<file path="src/hw/rtl/bbs_pkg.sv">
// Shared types and constants for the buzzer beep sequencer.
package bbs_pkg;

    // Item kinds carried on the input tuser lane.
    typedef enum logic [1:0] {
        KIND_FAST   = 2'd0,
        KIND_SECOND = 2'd1,
        KIND_START  = 2'd2
    } kind_t;

    // Timing constants of the beep pattern.
    localparam logic [3:0] PRESCALE_LIMIT = 4'd10;
    localparam logic [9:0] TONE_TICKS     = 10'd500;
    localparam logic [9:0] PERIOD_TICKS   = 10'd1000;
    localparam logic [2:0] REPEAT_GAP     = 3'd2;

    // Field widths of one request.
    localparam int BEEP_W   = 8;
    localparam int REPEAT_W = 7;

    // One result: pin level, pin drive and busy flag.
    typedef struct packed {
        logic busy;
        logic drive;
        logic level;
    } result_t;

endpackage

</file>
<file path="src/hw/rtl/bbs_core.sv">
// Sequencer state and the combinational update applied for each request.
module bbs_core
    import bbs_pkg::*;
(
    input  logic                clk,
    input  logic                rst_n,
    input  logic                step,
    input  kind_t               kind,
    input  logic [BEEP_W-1:0]   beep_count,
    input  logic [REPEAT_W-1:0] repeat_count,
    input  logic                buzzer_enable,
    output result_t             result_next
);

    logic [3:0]          prescale_reg, prescale_next;
    logic [9:0]          period_reg, period_next;
    logic [BEEP_W-1:0]   done_reg, done_next;
    logic [BEEP_W-1:0]   target_reg, target_next;
    logic [REPEAT_W-1:0] repeats_reg, repeats_next;
    logic [1:0]          gap_reg, gap_next;
    logic                running_reg, running_next;
    logic                level_reg, level_next;
    logic                drive_reg, drive_next;
    logic [2:0]          gap_inc;

    // Next state for one request.
    always_comb
    begin
        prescale_next = prescale_reg;
        period_next   = period_reg;
        done_next     = done_reg;
        target_next   = target_reg;
        repeats_next  = repeats_reg;
        gap_next      = gap_reg;
        running_next  = running_reg;
        level_next    = level_reg;
        drive_next    = drive_reg;
        gap_inc       = {1'b0, gap_reg} + 3'd1;

        case (kind)
            KIND_FAST:
            begin
                if (running_reg)
                begin
                    if (prescale_reg > PRESCALE_LIMIT)
                    begin
                        // Tone phase toggles the drive; silent phase drops the level.
                        if (period_reg < TONE_TICKS)
                            drive_next = ~drive_reg;
                        else
                            level_next = 1'b0;
                        if (period_reg > PERIOD_TICKS)
                        begin
                            if (done_reg == target_reg)
                            begin
                                // Last beep of the burst has ended.
                                period_next   = 10'd0;
                                running_next  = 1'b0;
                                level_next    = 1'b0;
                                prescale_next = 4'd0;
                                done_next     = '0;
                                if (repeats_reg != '0)
                                begin
                                    repeats_next = repeats_reg - REPEAT_W'(1);
                                    gap_next     = 2'd1;
                                end
                            end
                            else
                            begin
                                // A new beep period begins.
                                level_next    = 1'b1;
                                done_next     = done_reg + BEEP_W'(1);
                                period_next   = 10'd1;
                                prescale_next = 4'd1;
                            end
                        end
                        else
                        begin
                            period_next   = period_reg + 10'd1;
                            prescale_next = 4'd1;
                        end
                    end
                    else
                    begin
                        prescale_next = prescale_reg + 4'd1;
                    end
                end
            end
            KIND_SECOND:
            begin
                // Gap between bursts, counted in second ticks.
                if (gap_reg != 2'd0)
                begin
                    if (gap_inc > REPEAT_GAP)
                    begin
                        gap_next = 2'd0;
                        if (buzzer_enable)
                        begin
                            level_next    = 1'b1;
                            running_next  = 1'b1;
                            prescale_next = 4'd0;
                            done_next     = '0;
                        end
                    end
                    else
                    begin
                        gap_next = gap_inc[1:0];
                    end
                end
            end
            KIND_START:
            begin
                if (buzzer_enable)
                begin
                    repeats_next  = repeat_count;
                    target_next   = beep_count - BEEP_W'(1);
                    level_next    = 1'b1;
                    running_next  = 1'b1;
                    prescale_next = 4'd0;
                    done_next     = '0;
                end
            end
            default:
            begin
            end
        endcase
    end

    assign result_next = '{busy: running_next, drive: drive_next, level: level_next};

    // State registers, updated once per request.
    always_ff @(posedge clk or negedge rst_n)
    begin
        if (!rst_n)
        begin
            prescale_reg <= '0;
            period_reg   <= '0;
            done_reg     <= '0;
            target_reg   <= '0;
            repeats_reg  <= '0;
            gap_reg      <= '0;
            running_reg  <= 1'b0;
            level_reg    <= 1'b0;
            drive_reg    <= 1'b1;
        end
        else if (step)
        begin
            prescale_reg <= prescale_next;
            period_reg   <= period_next;
            done_reg     <= done_next;
            target_reg   <= target_next;
            repeats_reg  <= repeats_next;
            gap_reg      <= gap_next;
            running_reg  <= running_next;
            level_reg    <= level_next;
            drive_reg    <= drive_next;
        end
    end

    // A fast tick while idle leaves the pattern state untouched.
    assert property (@(posedge clk) disable iff (!rst_n)
        step && kind == KIND_FAST && !running_reg |=>
            $stable(period_reg) && $stable(drive_reg) && $stable(level_reg)
            && !running_reg)
        else $error("fast tick changed idle sequencer");

    // The prescaler never runs past its wrap point.
    assert property (@(posedge clk) disable iff (!rst_n)
        prescale_reg <= PRESCALE_LIMIT + 4'd1)
        else $error("prescaler out of range");

    // A start while disabled is dropped entirely.
    assert property (@(posedge clk) disable iff (!rst_n)
        step && kind == KIND_START && !buzzer_enable |=>
            $stable(target_reg) && $stable(repeats_reg) && $stable(running_reg))
        else $error("start accepted while disabled");

    // The beep counter never passes the burst target while sounding.
    assert property (@(posedge clk) disable iff (!rst_n)
        running_reg && $stable(target_reg) && $past(running_reg) |->
            done_reg <= target_reg || $stable(done_reg))
        else $error("beep counter ran past target");

endmodule

</file>
<file path="src/hw/rtl/buzzer_beep_sequencer.sv">
// Each request is held in the input register, and its result is presented once the held
// request moves from the input register into the free result register.
// Throughput: one request per cycle while m_tready is high; s_tready follows
// m_tready in the same cycle when both registers are full.
// Reset (rst_n low, asynchronous): sequencer idle, pin level low, drive high,
// buzzer enabled, no request or result held.
module buzzer_beep_sequencer
    import bbs_pkg::*;
(
    input  logic        clk,
    input  logic        rst_n,
    input  logic        s_tvalid,
    output logic        s_tready,
    input  logic [15:0] s_tdata,   // beep_count [7:0], repeat_count [14:8], zero [15]
    input  logic [1:0]  s_tuser,   // kind [1:0]
    output logic        m_tvalid,
    input  logic        m_tready,
    output logic [7:0]  m_tdata,   // pin_level [0], pin_drive [1], busy_res [2], zero [7:3]
    input  logic        cfg_we,
    input  logic        cfg_wdata
);

    logic                in_valid_reg;
    kind_t               in_kind_reg;
    logic [BEEP_W-1:0]   in_beep_reg;
    logic [REPEAT_W-1:0] in_repeat_reg;
    logic                out_valid_reg;
    result_t             out_res_reg;
    result_t             result_next;
    logic                enable_reg;
    logic                advance;
    logic                in_take;

    // Handshake: the held request moves on when the result register is free.
    assign advance  = in_valid_reg && (!out_valid_reg || m_tready);
    assign s_tready = !in_valid_reg || advance;
    assign in_take  = s_tvalid && s_tready;

    // Control registers.
    always_ff @(posedge clk or negedge rst_n)
    begin
        if (!rst_n)
        begin
            in_valid_reg  <= 1'b0;
            out_valid_reg <= 1'b0;
            enable_reg    <= 1'b1;
        end
        else
        begin
            in_valid_reg  <= in_take || (in_valid_reg && !advance);
            out_valid_reg <= advance || (out_valid_reg && !m_tready);
            if (cfg_we)
                enable_reg <= cfg_wdata;
        end
    end

    // Request and result payload registers.
    always_ff @(posedge clk)
    begin
        if (in_take)
        begin
            in_kind_reg   <= kind_t'(s_tuser);
            in_beep_reg   <= s_tdata[7:0];
            in_repeat_reg <= s_tdata[14:8];
        end
        if (advance)
            out_res_reg <= result_next;
    end

    // Pattern state and its update.
    bbs_core u_core (
        .clk           (clk),
        .rst_n         (rst_n),
        .step          (advance),
        .kind          (in_kind_reg),
        .beep_count    (in_beep_reg),
        .repeat_count  (in_repeat_reg),
        .buzzer_enable (enable_reg),
        .result_next   (result_next)
    );

    assign m_tvalid = out_valid_reg;
    assign m_tdata  = {5'd0, out_res_reg.busy, out_res_reg.drive, out_res_reg.level};

endmodule

</file>
<file path="config.mk">
export PLATFORM = sky130hd
export DESIGN_NAME = buzzer_beep_sequencer
export DESIGN_NICKNAME = d
export VERILOG_FILES = /design/src/hw/rtl/bbs_pkg.sv /design/src/hw/rtl/bbs_core.sv /design/src/hw/rtl/buzzer_beep_sequencer.sv
export SDC_FILE = /design/constraint.sdc
export NUM_CORES = 1
export LEC_CHECK = 0
export BUFFER_PORTS_ARGS = -buffer_cell sky130_fd_sc_hd__buf_2
export CAP_MARGIN = 10
export CORE_UTILIZATION = 59
export CTS_BUF_LIST = sky130_fd_sc_hd__clkbuf_4 sky130_fd_sc_hd__clkbuf_8 sky130_fd_sc_hd__clkbuf_16
export CTS_CLUSTER_DIAMETER = 200
export DETAILED_ROUTE_END_ITERATION = 6
export PLACE_DENSITY = 0.87
export SETUP_SLACK_MARGIN = 0.3
export SYNTH_ARGS = -nofsm -noshare
export SYNTH_HDL_FRONTEND = slang
export SYNTH_SLANG_ARGS = --single-unit
</file>
<file path="constraint.sdc">
create_clock -name clk -period 3 [get_ports clk]
set_input_delay 0.6 -clock clk [delete_from_list [all_inputs] [get_ports clk]]
set_output_delay 0.6 -clock clk [all_outputs]
set_load 0.005 [all_outputs]
</file>
==> results by stage, run 1 <==
Status:
- The flow ran to the end, and the final reports show no timing, DRC or antenna violations.

Synth:
- The synthesized area divided by synthesized cell count is 10.0 µm².
- In the synthesized netlist the dominant register cell turns out to be sky130_fd_sc_hd__dfrtp_1.
- The cell taking the most area after synthesis is sky130_fd_sc_hd__dfrtp_1.
- The number of different library cells used by synthesis comes to 60.
- The fraction of post-synthesis cell area in the top cell type by area is 31.0%.
- The largest family of logic cells by synthesized area is simple AND/OR/NAND/NOR gates.
- By area the synthesized netlist is led by sky130_fd_sc_hd__dfrtp_1 (31%), sky130_fd_sc_hd__edfxtp_1 (17%), sky130_fd_sc_hd__o21ai_0 (4.8%), sky130_fd_sc_hd__ha_1 (4.7%), sky130_fd_sc_hd__nand2_1 (3.9%).
- The synthesized netlist devotes 16.8% of its cell area to compound gates.
- Of the total synthesized cell area, the portion taken by AND, OR, NAND and NOR gates is 19.4%.
- For this run, asynchronously set or reset flops after synthesis account for 69.2%.
- Yosys printed 0 warnings.
- Of the post-synthesis cell area, the part taken by muxes is 1.26%.
- The cell count after synthesis came out at 347.
- After Yosys synthesis, full adders, half adders and majority gates account for 4.68% of the synthesized area.
- The count of state elements after synthesis is 65.
- The synthesized netlist occupies a cell area of 3470 µm².
- Sequential elements use 49.8% of the synthesized area.
- Summing the areas of all xor and xnor instances in the mapped netlist gives 4.03% of the synthesized area.
- The number of flops mapped to enable cells by yosys is 20.

Layout:
- The number of flip-flops in the largest register is 10.
- Once layout is complete, the cells apart from fillers number 451.
- Measured on the finished design, the core utilization comes to 68.7%.
- From synthesis to final layout, the design area changed by 10.3%.
- The number of filler cells placed in the layout is 428.
- The final layout contains 411 nets.
- The post-route netlist has 16.9% of its cells at a drive strength greater than 1.
- 0 antenna diodes ended up in the layout.

GRT:
- The total track usage is 23.6%.
- The number of global-route vias before repair is 2,556.
- The number of antenna violations at the first check in global routing is 0.
- For this run the aggregate overflow at the end of global routing stands at 0.
- The wire length of the first global-routing pass is 11.2 mm.
- The pin count of the biggest net entering global routing is 46.

CTS:
- CTS built an H-tree with a depth of 3.
- Once the clock tree was built, the setup fixing pass inserted 0 buffers.
- The number of buffers on the longest clock path is 2.
- After clock tree synthesis, the repair step resized 0 gates.
- After clock tree synthesis, the clock-pin slew on the worst setup and hold paths is 0.08 ns.
- The cts-stage hold buffer count is 0.
- For the worst-skew pair, the clock arrives at the later sink with an insertion delay of 0.35 ns.
- Counting every sink on the clock net gives 65.
- The CTS tree is done.
- The number of buffers created by CTS is 9.
- The clock root buffer is sky130_fd_sc_hd__clkbuf_8.

Critical path:
- On the worst path, the slowest cell contributes a delay of 0.60 ns.
- The required time reported for the critical path endpoint is 3.25 ns.
- The highest net fanout along the worst path is 11.
- Data on the critical path arrives at its endpoint at 2.80 ns.
- The critical path contains buffers and inverters numbering 2 combined.
- The worst setup path is of the flop to flop kind.
- Traced cell by cell, the critical path runs through inv_1, ha_1, inv_2, o211ai_4, or4_4, o21bai_4, nand2b_4, o31ai_2.
- The cell with the largest stage delay on the worst path is sky130_fd_sc_hd__or4_4.
- STA classifies the critical path endpoint as a flop.
- In this design, the largest share of critical-path delay is due to simple AND/OR/NAND/NOR gates.
- STA classifies the critical path startpoint as a flop.

Timing:
- The final setup violation count is 0.
- Headroom to the max-slew limit came out at 34.2%.
- The final critical path time including I/O delays and setup is 2.55 ns.
- At the pin with the least slew margin, the transition time is 0.986 ns.
- On the final layout, the worst clock skew is 0.0127 ns.
- The summed negative setup slack over all endpoints is 0 ns.
- Setup repair after global routing left no endpoint under its margin.
- The number of max-slew violations in the final report is 0.
- The total count of hold-check failures in the final report is 0.
- The share of the clock period used by the worst path is 85.0%.
- Final hold analysis gives a worst-case slack of 0.422 ns.
- Derived from the worst setup path, the maximum achievable clock frequency is 392 MHz.

Placed design:
- The count of buffers added on input and output ports is 27.
- The instance count after placement with tap cells included is 435.
- The HPWL reported at the end of detailed placement is 4.54 mm.
- The final weighted congestion in routability-driven placement is 0.813.

Power and ir drop:
- The design draws 2.42 mW.
- The power per standard cell area is 631 nW/µm².
- The analysis attributes to cell leakage a power of 1.60 nW.
- The maximum ir drop on the vdd rail is 441 µV.

Drt:
- The starting DRC count in detailed routing is 216.
- The detail-routed via count per cell is 5.78.
- The final wirelength is 6.46 mm.
- The via total after detailed routing is 2,609.
- The number of nets still failing antenna checks after routing is 0.
- The wire length per cell is 14.3 µm.
- The count of TritonRoute iterations in the first routing pass is 4.
- For this run, design rule violations remaining after detail routing come to 0.

Floorplanning:
- The initial core utilization is 62.3%.
- The die covers 6200 µm².
- The die outline width is 78.7 µm.
- The floorplan has 27 rows.
- For this design the top-level I/O count stands at 34.
- The placeable core region is 5570 µm².
- The die height is 78.7 µm.

Hold path:
- The path type of the worst min-delay path is input port to async pin.

Job:
- The tool flagged a number of max-cap violations equal to 0.
placed cells by master (no fill, tap or decap), types with 6 or more instances in the layout:
master,n
sky130_fd_sc_hd__o21ai_1,12
sky130_fd_sc_hd__nor2b_1,7
sky130_fd_sc_hd__nor2_1,27
sky130_fd_sc_hd__nor3_1,11
sky130_fd_sc_hd__buf_2,27
sky130_fd_sc_hd__xnor2_1,13
sky130_fd_sc_hd__nand2b_1,9
sky130_fd_sc_hd__ha_1,13
sky130_fd_sc_hd__nand3_1,11
sky130_fd_sc_hd__clkbuf_8,9
sky130_fd_sc_hd__inv_1,11
sky130_fd_sc_hd__a21oi_1,9
sky130_fd_sc_hd__nand2_1,36
sky130_fd_sc_hd__o21ai_0,33
sky130_fd_sc_hd__dfrtp_1,43
sky130_fd_sc_hd__a31oi_1,6
sky130_fd_sc_hd__edfxtp_1,20
cells by family (layout without fill, tap and decap cells):
group                      after synthesis  after routing
and+or+nand+nor                        132            132
AOI/OAI and AO/OA                       88             88
DFF                                     65             65
buffers and inverters                   28             56
xor gates and xnor gates                16             16
adders and majority gates               13             13
muxes                                    4              4
other                                    1              5
where the power goes:
group / total [mW] / switching [mW] / internal, mW
combinational: 0.505 / 0.275 / 0.230
sequential: 1.17 / 0.130 / 1.04
clock: 0.740 / 0.345 / 0.395
Yosys cell counts, drive strengths merged, types with 2 or more instances:
cell,number
nand3b,3
dfrtp,43
and3,5
ha,13
a31oi,6
dfstp,2
a21oi,9
o221a,5
mux2,3
o211ai,2
or3,2
nand4,5
o21a,3
o21bai,2
nor4b,3
buf,8
clkbuf,8
nor4,2
nor2,28
xor2,3
nor3,11
and2,3
o31ai,3
nor2b,7
xnor2,13
o21ai,45
edfxtp,20
nand2,36
nand2b,11
nand3,11
inv,12
a22oi,2
area by class of cell:
class / count / area, µm² / share of cell area (%)
flip-flops and latches: 65 / 1730 / 45.1
clock inverters: 6 / 68.8 / 1.80
clock buffers: 10 / 131 / 3.43
inverters: 12 / 45.0 / 1.18
repair buffers: 28 / 143 / 3.72
multi-input cells: 258 / 1620 / 42.4
well taps: 72 / 90.1 / 2.35
per-layer routing:
metal	up-vias	track usage (%)	wire, µm
li1	1285	-	-
met2	78	38.5	3140
met4	0	10.6	75
met3	10	6.55	310
met1	1236	29.4	2930
met5	-	0	0
path summary, 6_finish.rpt:
check | startpoint | endpoint | slack (ns) | depth (start not counted)
worst min-delay path | rst_n | u_core.gap_reg[0] | 0.42 | 1
min in group clk | s_tdata[2] | in_beep_reg[2] | 0.43 | 1
worst min register to register | u_core.drive_reg | u_core.drive_reg | 0.50 | 1
worst max register to register | in_kind_reg[0] | u_core.done_reg[7] | 0.45 | 8
worst max-delay path | in_kind_reg[0] | u_core.done_reg[7] | 0.45 | 8
max in group asynchronous | rst_n | u_core.repeats_reg[6] | 1.97 | 1
per-stage QoR:
stage	setup WS [ns]	cell area [µm²]
after floorplan	0.765	3490
after global placement	0.538	3630
after detailed placement	0.481	3630
after CTS	0.467	3830
after global routing	0.345	3830
final	0.450	3830
(Power assumes the default switching activity.)
==> run 2, diff against run 1 <==
ABC_AREA = 1   (was unset)
clock period = 2.36 ns   (was 3 ns; I/O delays follow)
==> run 2 against run 1 <==
  * Register-to-register slack lost 0.07 ns
  * Fmax up 29%
  * Combinational power grew 62%
  * Synthesized cell count increased by 21%
  * Final area increased by 4.4%
  * Clock skew fell by 0.0062 ns
  * Largest cell class unchanged
==> results by stage, run 2 <==
Status:
- The flow ran to the end, and the final reports show no timing, DRC or antenna violations.

Drt:
- For this run, design rule violations remaining after detail routing come to 0.
- The count of TritonRoute iterations in the first routing pass is 4.
- Dividing the detail-routed wire length by the instance count gives 12.5 µm.
- In this run, the number of DRC markers left after iteration 0 of detailed routing was 199.
- The routed layout has 2,897 vias.
- The routed design has 6.79 mm of wire.
- The detail-routed via count per cell is 5.34.
- The count of nets left with antenna violations once routing finished came out at 0.

CTS:
- The clock edge transition at the registers on the reported setup and hold paths is 0.07 ns.
- The source-to-sink clock delay at the later pin of the worst-skew pair is 0.34 ns.
- Counting every sink on the clock net gives 65.
- In this run, CTS created clock tree buffers numbering 9.
- TritonCTS built the clock tree.
- The H-tree generated during clock tree synthesis spans 3 levels.
- The number of buffers on the longest clock path is 2.
- Clock tree synthesis selected as its root buffer the cell sky130_fd_sc_hd__clkbuf_8.

Critical path:
- The most common cell type on the critical path is sky130_fd_sc_hd__nand2_1.
- The worst-case reg-to-reg path depth is 12.
- At the worst endpoint, the required time is 2.63 ns.
- The beginning of the worst register-to-register path is u_core.prescale_reg[0].
- The worst setup path is launched from a flop.
- The critical path is of the flop to flop type.
- The arrival time of the worst setup path is 2.25 ns.
- The endpoint class of the critical path is a flop.
- The worst register-to-register path ends at u_core.repeats_reg[3].
- The slack of the worst reg-to-reg path is 0.38 ns.
- Walking the worst path, the cells encountered are inv_1, ha_1, inv_1, nand2_1, nand2_1, nand2_2, o21ai_2, nand3_2, a21oi_4, buf_4, nand3_1, nand2_1.
- On the critical path, the stage with the largest delay is an instance of sky130_fd_sc_hd__dfrtp_1.
- The stage delay of the slowest cell on the critical path is 0.40 ns.
- In this run the worst path has a maximum fanout of 5.

Floorplanning:
- The number of core rows is 27.
- For this design the top-level I/O count stands at 34.
- The floorplan step defined a core boundary enclosing 5610 µm².
- The die height is 78.8 µm.
- The die outline width is 78.8 µm.
- The die area is 6210 µm².
- Once the floorplan was initialized, standard cells occupied 62.1% of the core.

Timing:
- Hold is met by 0.127 ns.
- In this run the tightest slew margin relative to its limit is 58.3%.
- The share of the clock period used by the worst path is 83.9%.
- The number of max-slew violations in the final report is 0.
- Subtracting the final worst setup slack from the clock period gives 1.98 ns.
- The post-route clock skew is 0.00653 ns.
- At the pin with the least slew margin, the transition time is 0.625 ns.
- Setup violations remaining at the end of the flow were counted as 0.
- Derived from the worst setup path, the maximum achievable clock frequency is 505 MHz.
- The summed negative setup slack over all endpoints is 0 ns.
- Setup repair after global routing could not meet its margin everywhere.
- The total count of hold-check failures in the final report is 0.

GRT:
- The number of global-route vias before repair is 2,755.
- For this run the aggregate overflow at the end of global routing stands at 0.
- The number of antenna violations at the first check in global routing is 0.
- The pin count of the biggest net entering global routing is 25.
- The total track usage is 23.7%.
- The wire length of the first global-routing pass is 11.3 mm.

Synth:
- Yosys mapped the design onto 32 distinct sky130hd cell types.
- The number of instances in the synthesized netlist is 419.
- The sequential share of the synthesized area is 49.7%.
- The dominant synthesized flop cell is sky130_fd_sc_hd__dfrtp_1.
- The fraction of post-synthesis cell area in the top cell type by area is 30.9%.
- After synthesis, the cell types taking the most area are sky130_fd_sc_hd__dfrtp_1 (31%), sky130_fd_sc_hd__edfxtp_1 (17%), sky130_fd_sc_hd__nand2_1 (13%), sky130_fd_sc_hd__inv_1 (5.8%), sky130_fd_sc_hd__ha_1 (4.7%).
- For this run, the number of Yosys warnings is 0.
- The number of flops mapped to enable cells by yosys is 20.
- The cell area that synthesis handed to floorplanning was 3480 µm².
- Counting flops with an async set or reset pin after synthesis yields a share of 69.2%.
- By count the netlist is led by sky130_fd_sc_hd__nand2_1 (120), sky130_fd_sc_hd__inv_1 (54), sky130_fd_sc_hd__dfrtp_1 (43), sky130_fd_sc_hd__nor2_1 (29), sky130_fd_sc_hd__o21ai_0 (29).
- The average instance in the mapped netlist occupies 8.31 µm².
- The count of state elements after synthesis is 65.
- The cell taking the most area after synthesis is sky130_fd_sc_hd__dfrtp_1.
- The dominant cell by count in the synthesized netlist is sky130_fd_sc_hd__nand2_1.

Placed design:
- The HPWL reported at the end of detailed placement is 4.84 mm.
- The count of buffers inserted at the top-level ports is 27.
- The final weighted congestion in routability-driven placement is 0.830.

Hold path:
- The path class of the tightest hold or removal check is input port to async pin.

Layout:
- The number of diodes is 0.
- The register with the most flip-flops in the layout has 10 of them.
- The number of nets in the layout is 503.
- In the final layout, the share of cells above drive strength 1 is 16.6%.
- From synthesis to final layout, the design area changed by 14.9%.
- Leaving out fill and tap cells, the most frequent cell in the layout is sky130_fd_sc_hd__nand2_1.
- The library cells used most frequently in the layout, excluding fill and tap cells, are sky130_fd_sc_hd__nand2_1 (119), sky130_fd_sc_hd__inv_1 (53), sky130_fd_sc_hd__dfrtp_1 (43).
- The number of filler cells placed in the layout is 415.

Job:
- The number of max-cap violations is 0.

Power and ir drop:
- The power per standard cell area is 830 nW/µm².
- The maximum ir drop on the vdd rail is 627 µV.
- In this run the static leakage power is 1.97 nW.
run 2: repair_timing:
action,CTS,global route
endpoints found under the setup margin,2,24
pin swaps,1,2
endpoints found under the hold margin,0,0
hold buffers,0,0
resized for setup,0,14
buffers inserted,1,7
run 2: report_power, final:
group,switching [mW],internal (mW),leakage [nW]
clock,0.394,0.499,0.0967
combinational,0.494,0.325,1.11
sequential,0.206,1.40,0.758
run 2: layout make-up:
type | instances | area, µm² | area share (%)
Tap cell | 72 | 90.1 | 2.25
Sequential cell | 65 | 1730 | 43.2
Timing Repair Buffer | 39 | 225 | 5.63
Clock inverter | 5 | 46.3 | 1.16
Inverter | 57 | 216 | 5.41
Clock buffer | 11 | 139 | 3.47
Multi-Input combinational cell | 294 | 1550 | 38.8
run 2: worst max-delay path, delay by kind of cell (launching register included):
family | cells | cell delay [ns]
adder cells (fa/ha/maj) | 1 | 0.21
AND/OR/NAND/NOR | 6 | 0.52
flip-flops | 1 | 0.40
buffers and inverters | 3 | 0.33
AO/OA/AOI/OAI | 2 | 0.43
run 2: worst max-delay path by stage:
stage / from / end / slack, ns / depth (start not counted)
global placement: in_kind_reg[0] / u_core.done_reg[3] / 0.34 / 11
global route: u_core.prescale_reg[0] / u_core.repeats_reg[3] / 0.26 / 12
CTS: u_core.prescale_reg[0] / u_core.repeats_reg[6] / 0.31 / 12
detailed placement: in_kind_reg[0] / u_core.done_reg[3] / 0.27 / 11
finish: u_core.prescale_reg[0] / u_core.repeats_reg[3] / 0.38 / 12
floorplan: in_kind_reg[0] / u_core.done_reg[3] / 0.56 / 11
run 2: per-layer routing:
metal,vias up,share of wire (%),GRT usage [%]
li1,1438,-,-
met5,-,0,0
met4,0,2.6,12.5
met3,24,4.6,5.86
met1,1347,43,27.4
met2,88,50,40.5
run 2: cell families (layout without fill, tap and decap cells):
kind of cell | count (synthesis) | after routing | synth area share (%)
simple gates | 204 | 204 | 25.0
compound gates | 57 | 57 | 9.34
other cells | 1 | 5 | 0.108
xor+xnor | 15 | 15 | 3.77
buf+inv | 64 | 112 | 7.44
fa+ha+maj | 13 | 13 | 4.67
flops | 65 | 65 | 49.7
run 2: stage by stage:
step | cells | utilization [%] | cell area, µm² | worst slack, ns | total power, mW
floorplan | 423 | - | 3500 | 0.559 | 2.17
global placement | 519 | 66.1 | 3710 | 0.344 | 2.32
global route | 543 | 71.3 | 4000 | 0.260 | 3.54
CTS | 536 | 69.5 | 3900 | 0.310 | 3.30
finish | 543 | 71.3 | 4000 | 0.380 | 3.32
detailed placement | 519 | 66.1 | 3710 | 0.273 | 2.39
